**config.mk**
```make
export PLATFORM = sky130hd
export DESIGN_NAME = mmac_decode
export DESIGN_NICKNAME = d
export VERILOG_FILES = /design/src/rtl/mmac_pkg.sv /design/src/rtl/mmac_decode.sv
export SDC_FILE = /design/constraint.sdc
export NUM_CORES = 1
export LEC_CHECK = 0
export BUFFER_PORTS_ARGS = -buffer_cell sky130_fd_sc_hd__clkbuf_2
export CORE_UTILIZATION = 30
export DETAILED_ROUTE_END_ITERATION = 7
export PLACE_DENSITY_LB_ADDON = 0.08
export REMOVE_ABC_BUFFERS = 1
export SETUP_SLACK_MARGIN = 0.15
export SKIP_LAST_GASP = 1
export SLEW_MARGIN = 40
export SYNTH_ARGS = -nofsm -noshare
export SYNTH_HDL_FRONTEND = slang
export SYNTH_SLANG_ARGS = --single-unit
```
**constraint.sdc**
```tcl
create_clock -name vclk -period 6.9
set_input_delay 0.69 -clock vclk [all_inputs]
set_output_delay 0.69 -clock vclk [all_outputs]
set_load 0.1 [all_outputs]
```
**src/rtl/mmac_pkg.sv**
```systemverilog
`timescale 1ns / 1ps
// ----------------------------------------------------------------------------
// mmac_pkg
// Types, codes and address map constants shared by the memory map access
// checker modules.
// ----------------------------------------------------------------------------
package mmac_pkg;

  // Default sizes of the decoded regions and the watch limit.
  localparam int unsigned RAM_BYTES_DEF    = 65536;
  localparam int unsigned ROM_BYTES_DEF    = 4194304;
  localparam int unsigned SHARED_BYTES_DEF = 1048576;
  localparam int unsigned MAX_WATCHES_DEF  = 2;

  localparam int ADDR_W   = 24;
  localparam int SIZE_W   = 16;
  localparam int OFFS_W   = 22;
  localparam int MASK_W   = 64;
  localparam int CFG_IDX_W = 3;
  localparam int CFG_DATA_W = 24;

  // Address map.
  localparam logic [ADDR_W-1:0] RAM_BASE    = 24'hff0000;
  localparam logic [ADDR_W-1:0] ROM_END     = 24'h400000;
  localparam logic [ADDR_W-1:0] SHARED_BASE = 24'h800000;
  localparam logic [ADDR_W-1:0] SHARED_END  = 24'h900000;
  localparam logic [ADDR_W-1:0] DUMMY_BASE  = 24'ha00000;
  localparam logic [ADDR_W-1:0] DUMMY_END   = 24'hd00000;
  localparam logic [16:0]       BLOCK_BYTES = 17'h04000;

  // Command codes.
  localparam logic [2:0] CMD_READ        = 3'd0;
  localparam logic [2:0] CMD_WRITE       = 3'd1;
  localparam logic [2:0] CMD_WRITE_WATCH = 3'd2;
  localparam logic [2:0] CMD_QUERY_READ  = 3'd3;
  localparam logic [2:0] CMD_QUERY_WRITE = 3'd4;
  localparam logic [2:0] CMD_CLEAR_USAGE = 3'd5;

  // Region codes.
  localparam logic [2:0] REG_RAM     = 3'd0;
  localparam logic [2:0] REG_ROM     = 3'd1;
  localparam logic [2:0] REG_SHARED  = 3'd2;
  localparam logic [2:0] REG_DUMMY   = 3'd3;
  localparam logic [2:0] REG_INVALID = 3'd4;

  // Outcome codes.
  localparam logic [1:0] OUT_OK        = 2'd0;
  localparam logic [1:0] OUT_NO_DIRECT = 2'd1;
  localparam logic [1:0] OUT_TOO_LARGE = 2'd2;
  localparam logic [1:0] OUT_INVALID   = 2'd3;

  // Result kinds.
  localparam logic KIND_FINAL = 1'b0;
  localparam logic KIND_HIT   = 1'b1;

  // Configuration register indexes.
  localparam logic [CFG_IDX_W-1:0] CFG_NOTIFY_ENABLE = 3'd0;
  localparam logic [CFG_IDX_W-1:0] CFG_WATCH_COUNT   = 3'd1;
  localparam logic [CFG_IDX_W-1:0] CFG_WATCH0_ADDR   = 3'd2;
  localparam logic [CFG_IDX_W-1:0] CFG_WATCH0_BYTES  = 3'd3;
  localparam logic [CFG_IDX_W-1:0] CFG_WATCH1_ADDR   = 3'd4;
  localparam logic [CFG_IDX_W-1:0] CFG_WATCH1_BYTES  = 3'd5;

  typedef struct packed {
    logic [2:0]        cmd;
    logic [ADDR_W-1:0] address;
    logic [SIZE_W-1:0] size;
  } in_item_t;

  typedef struct packed {
    logic              kind;
    logic [2:0]        region;
    logic [1:0]        outcome;
    logic [OFFS_W-1:0] offset;
    logic              watch_index;
    logic [MASK_W-1:0] usage_mask;
    logic              last;
  } out_item_t;

  typedef struct packed {
    logic              notify_enable;
    logic [1:0]        watch_count;
    logic [ADDR_W-1:0] watch0_address;
    logic [SIZE_W-1:0] watch0_bytes;
    logic [ADDR_W-1:0] watch1_address;
    logic [SIZE_W-1:0] watch1_bytes;
  } watch_cfg_t;

  // Everything the result sequencer needs for one decoded transaction.
  typedef struct packed {
    logic              emit;
    logic [1:0]        hits;
    logic [2:0]        region;
    logic [1:0]        outcome;
    logic [OFFS_W-1:0] offset;
    logic [MASK_W-1:0] mask_before;
    logic [MASK_W-1:0] mask_after;
  } bundle_t;

endpackage

```
**src/rtl/mmac_decode.sv**
```systemverilog
`timescale 1ns / 1ps
// ----------------------------------------------------------------------------
// mmac_decode
// Region decode, bounds check, watch overlap test and shared memory usage
// update for one registered request.
// ----------------------------------------------------------------------------
module mmac_decode #(
  parameter int unsigned RAM_BYTES    = mmac_pkg::RAM_BYTES_DEF,
  parameter int unsigned ROM_BYTES    = mmac_pkg::ROM_BYTES_DEF,
  parameter int unsigned SHARED_BYTES = mmac_pkg::SHARED_BYTES_DEF,
  parameter int unsigned MAX_WATCHES  = mmac_pkg::MAX_WATCHES_DEF
) (
  input  mmac_pkg::in_item_t                 item,
  input  mmac_pkg::watch_cfg_t               wcfg,
  input  logic [mmac_pkg::MASK_W-1:0]        usage,
  output mmac_pkg::bundle_t                  bundle
);
  import mmac_pkg::*;

  localparam logic [OFFS_W:0] RAM_LIM    = (OFFS_W+1)'(RAM_BYTES);
  localparam logic [OFFS_W:0] ROM_LIM    = (OFFS_W+1)'(ROM_BYTES);
  localparam logic [OFFS_W:0] SHARED_LIM = (OFFS_W+1)'(SHARED_BYTES);
  localparam logic [1:0]      MAXW       = 2'(MAX_WATCHES);

  logic [2:0]        region;
  logic [OFFS_W-1:0] offset;
  logic [OFFS_W:0]   limit;
  logic [OFFS_W:0]   end_offs;
  logic              fits;
  logic [ADDR_W:0]   acc_end;
  logic [ADDR_W:0]   w0_end;
  logic [ADDR_W:0]   w1_end;
  logic [1:0]        wcount;
  logic              watch_on;
  logic [1:0]        hits;
  logic [1:0]        outcome;
  logic [16:0]       blk_end;
  logic [5:0]        blk;
  logic [MASK_W-1:0] set_bits;
  logic              mark;

  always_comb begin
    offset = '0;
    limit  = '0;
    if (item.address >= RAM_BASE) begin
      region = REG_RAM;
      offset = {6'd0, item.address[15:0]};
      limit  = RAM_LIM;
    end else if (item.address < ROM_END) begin
      region = REG_ROM;
      offset = item.address[OFFS_W-1:0];
      limit  = ROM_LIM;
    end else if (item.address >= SHARED_BASE && item.address < SHARED_END) begin
      region = REG_SHARED;
      offset = {2'd0, item.address[19:0]};
      limit  = SHARED_LIM;
    end else if (item.address >= DUMMY_BASE && item.address < DUMMY_END) begin
      region = REG_DUMMY;
    end else begin
      region = REG_INVALID;
    end
  end

  assign end_offs = {1'b0, offset} + {{(OFFS_W+1-SIZE_W){1'b0}}, item.size};
  assign fits     = end_offs <= limit;

  // Watches are tested on the full bus address, before the bounds check.
  assign acc_end  = {1'b0, item.address} + {{(ADDR_W+1-SIZE_W){1'b0}}, item.size};
  assign w0_end   = {1'b0, wcfg.watch0_address} +
                    {{(ADDR_W+1-SIZE_W){1'b0}}, wcfg.watch0_bytes};
  assign w1_end   = {1'b0, wcfg.watch1_address} +
                    {{(ADDR_W+1-SIZE_W){1'b0}}, wcfg.watch1_bytes};
  assign wcount   = (wcfg.watch_count > MAXW) ? MAXW : wcfg.watch_count;
  assign watch_on = (item.cmd == CMD_WRITE_WATCH) && wcfg.notify_enable &&
                    (region == REG_RAM || region == REG_SHARED);

  assign hits[0] = watch_on && (wcount > 2'd0) &&
                   (acc_end > {1'b0, wcfg.watch0_address}) &&
                   ({1'b0, item.address} < w0_end);
  assign hits[1] = watch_on && (wcount > 2'd1) &&
                   (acc_end > {1'b0, wcfg.watch1_address}) &&
                   ({1'b0, item.address} < w1_end);

  // A write crossing a block end marks the following block too.
  assign blk      = offset[19:14];
  assign blk_end  = {3'd0, offset[13:0]} + {1'b0, item.size};
  assign set_bits = (blk_end <= BLOCK_BYTES) ? (MASK_W'(1) << blk) : (MASK_W'(3) << blk);

  always_comb begin
    mark = 1'b0;
    if (region == REG_INVALID) begin
      outcome = OUT_INVALID;
    end else if (region == REG_DUMMY) begin
      outcome = (item.cmd >= CMD_QUERY_READ) ? OUT_NO_DIRECT : OUT_OK;
    end else if (!fits) begin
      outcome = OUT_TOO_LARGE;
    end else if (item.cmd <= CMD_WRITE_WATCH) begin
      outcome = OUT_OK;
      mark    = (region == REG_SHARED) && (item.cmd != CMD_READ);
    end else begin
      outcome = (region == REG_SHARED && item.cmd == CMD_QUERY_WRITE) ?
                OUT_NO_DIRECT : OUT_OK;
    end
  end

  always_comb begin
    bundle.emit        = item.cmd <= CMD_CLEAR_USAGE;
    bundle.hits        = hits;
    bundle.region      = region;
    bundle.outcome     = outcome;
    bundle.offset      = offset;
    bundle.mask_before = usage;
    bundle.mask_after  = mark ? (usage | set_bits) : usage;
    if (item.cmd == CMD_CLEAR_USAGE) begin
      bundle.hits       = 2'b00;
      bundle.region     = REG_RAM;
      bundle.outcome    = OUT_OK;
      bundle.offset     = '0;
      bundle.mask_after = '0;
    end
  end

endmodule

```
==> impl_results.md <==
* DRT antenna net count at 0
* Filler cells at about 2,700
* Reg area at 0 µm²
* Status: complete, no violations
* Switching Share at 0.667
* Share of layout cells above drive strength 1 at 0.303
* Wire per inst at 19.3 µm
* WS Path Type: in -> out
* Vias in the first global route at around 8,600
* Synth area leader: ha_1
* WHS Path Cells at 4
* Layout area overhead at 37.5%
* Seq_cells at 0
* Synth warnings at 0
* WP buf/inv at 4
* Hold Fails Final Rpt at 0
* All-Layer GR Usage at 0.241
* Layout Nets at 1,770
* Seq/Total Area, Yosys at 0
* Max_cap viols at 0
* Die Span Y at around 160 µm
* CP Capture Type: primary output
* Synth area leaders: ha_1, buf_4, nand2_1
* Initial antenna violation count at 2
* Slew @ Worst Pin at between 0.8 and 0.9 ns
* Minimum clock period at around 6.4 ns
* Io pins at 348
* Die footprint at between 0.02 and 0.03 mm²
* Critical path destination: bundle[52]
* Routed WL at 33.7 mm
* Layout Utilization at 0.423
* Worst setup SP type: input port
* Crit share post-route at 0.930
* Max Freq at 0.156 GHz
* Clock buffers at 0
* Share of the synthesized area in the top cell type at 0.263
* Hpwl dp at about 30 mm
* First-pass GRT wire length at just under 50 mm
* IR drop worst, VDD at between 80 and 90 µV
* CP max stage delay at 0.41 ns
* NetSw at just under 900 µW
* Pleak at about 0.0055 µW
* Most common cell in the netlist: ha_1
* Initial Util at 0.307
* CP max-delay cell: fa_1
* Combinational fraction of design power at 1.000
* Internal power at between 400 and 500 µW
* Pins Over Slew Limit at 0
* Core area at roughly 0.025 mm²
* Critical path depth in cells at 25
* Min-delay worst type: in -> out
* DRT iter0 DRCs at 427
* Routability Congestion at roughly 0.85
* Setup-failing EPs final at 0
* Fin Setup TNS at 0 ns
* Critical Path AT at around 5.7 ns
* Slew margin rel. at 0.414
* Synth top cells by count: ha_1, nand2_1, o21ai_0
* Drt via density at ~5.2
* Die Width at 163 µm
* Mean Syn Cell Area at 6.87 µm²
* RSZ-0062 raised after global routing: false
* Power density cells at about 120 mW/mm²
* Reg power frac at 0
* Port buffer count at between 300 and 400
* Grt ovf at 0
* Area occupied by multi-input gates at between 0.007 and 0.008 mm²
* Max FO, Critical Path at 7
* Mapped cell area at 0.00776 mm²
* Via count at 9,119
* Largest net degree at the start of global routing at 59
* Num rows at 58
* Origin of the worst setup path: item[32]
* Clock network power share at 0
* DRC at 0
* 1st-pass router iterations at 5
* Top delay family on crit path: compound AO/OA/AOI/OAI gates
* Critical Path RT at 6.21 ns
* Synth Instances at 1,130
* Unique masters post-synth at 71
[kinds of logic (layout without fill, tap and decap cells)]
kind of cell               after synthesis  in the layout  synth area share
buffers and inverters                  173            453             0.117
and+or+nand+nor                        391            391             0.250
AOI/OAI and AO/OA                      327            328             0.278
xor gates and xnor gates                69             69            0.0779
other                                    0              1                 0
adders and majority gates              167            167             0.273
muxes                                    3              3           0.00387
[area by class of cell]
type	instances	area share
Timing Repair Buffer	374	0.275
Antenna cell	1	0.000234
Tap cell	330	0.0387
Inverter	79	0.0278
Multi-Input combinational cell	958	0.658
[placed cells by master, fill, tap and decap left out, types with 6 or more instances in the layout]
cell | netlist | final
inv_1 | 79 | 79
clkbuf_2 | 0 | 282
xnor2_1 | 48 | 48
nand2b_1 | 22 | 20
and3_1 | 24 | 23
buf_4 | 66 | 25
o21ai_2 | 2 | 16
o21bai_1 | 9 | 9
o211ai_1 | 9 | 9
a211oi_1 | 15 | 15
o31ai_2 | 1 | 10
o21ai_0 | 82 | 41
nand3_1 | 25 | 24
a41oi_1 | 6 | 6
nand4_1 | 31 | 31
o21ai_1 | 11 | 38
nor3_1 | 25 | 25
and2_1 | 24 | 24
ha_1 | 163 | 163
a21o_1 | 38 | 38
nor2b_1 | 17 | 17
nor2_1 | 67 | 67
nand2_1 | 122 | 120
buf_12 | 0 | 67
a21oi_1 | 76 | 76
xor2_1 | 21 | 21
or3_1 | 9 | 9
a221oi_1 | 7 | 7
[routing by layer]
metal  GRT usage  wire length [µm]
met5           0                 0
met4      0.0472               637
met3      0.0188              1510
met2       0.458             17200
met1       0.291             14300
[per-stage QoR]
stage	instance area (µm²)	total power (µW)	worst slack, ns	std cells	hold slack, ns
floorplan	7150	740	-1.20	1036	1.38
global placement	10400	1280	0.297	1733	1.79
detailed placement	10400	1290	0.122	1733	1.79
CTS	10400	1290	0.113	1733	1.79
global route	10700	1400	0.149	1742	1.79
finish	10700	1300	0.480	1742	1.76
[power by group through the flow]
stage               registers, µW  logic (µW)  clock network (µW)
floorplan                       0         740                   0
global placement                0        1280                   0
detailed placement              0        1290                   0
CTS                             0        1290                   0
global route                    0        1400           0.0000196
finish                          0        1300           0.0000198
[how the worst min path moves through the flow]
| stage | from | endpoint | slack, ns |
|---|---|---|---|
| after floorplan | usage[36] | bundle[100] | 1.38 |
| after global placement | usage[20] | bundle[20] | 1.79 |
| after detailed placement | usage[15] | bundle[15] | 1.79 |
| after CTS | usage[15] | bundle[15] | 1.79 |
| after global routing | usage[2] | bundle[2] | 1.79 |
| final | usage[7] | bundle[7] | 1.76 |
[timing repair]
| action | in CTS | in global routing |
|---|---|---|
| resized for setup | 2 | 73 |
| endpoints found under the setup margin | 7 | 64 |
| hold buffers | 0 | 0 |
| cloned | 0 | 1 |
| setup buffers | 0 | 7 |
| pin swaps | 0 | 8 |
No activity file was read; power rests on OpenSTA's default activity.
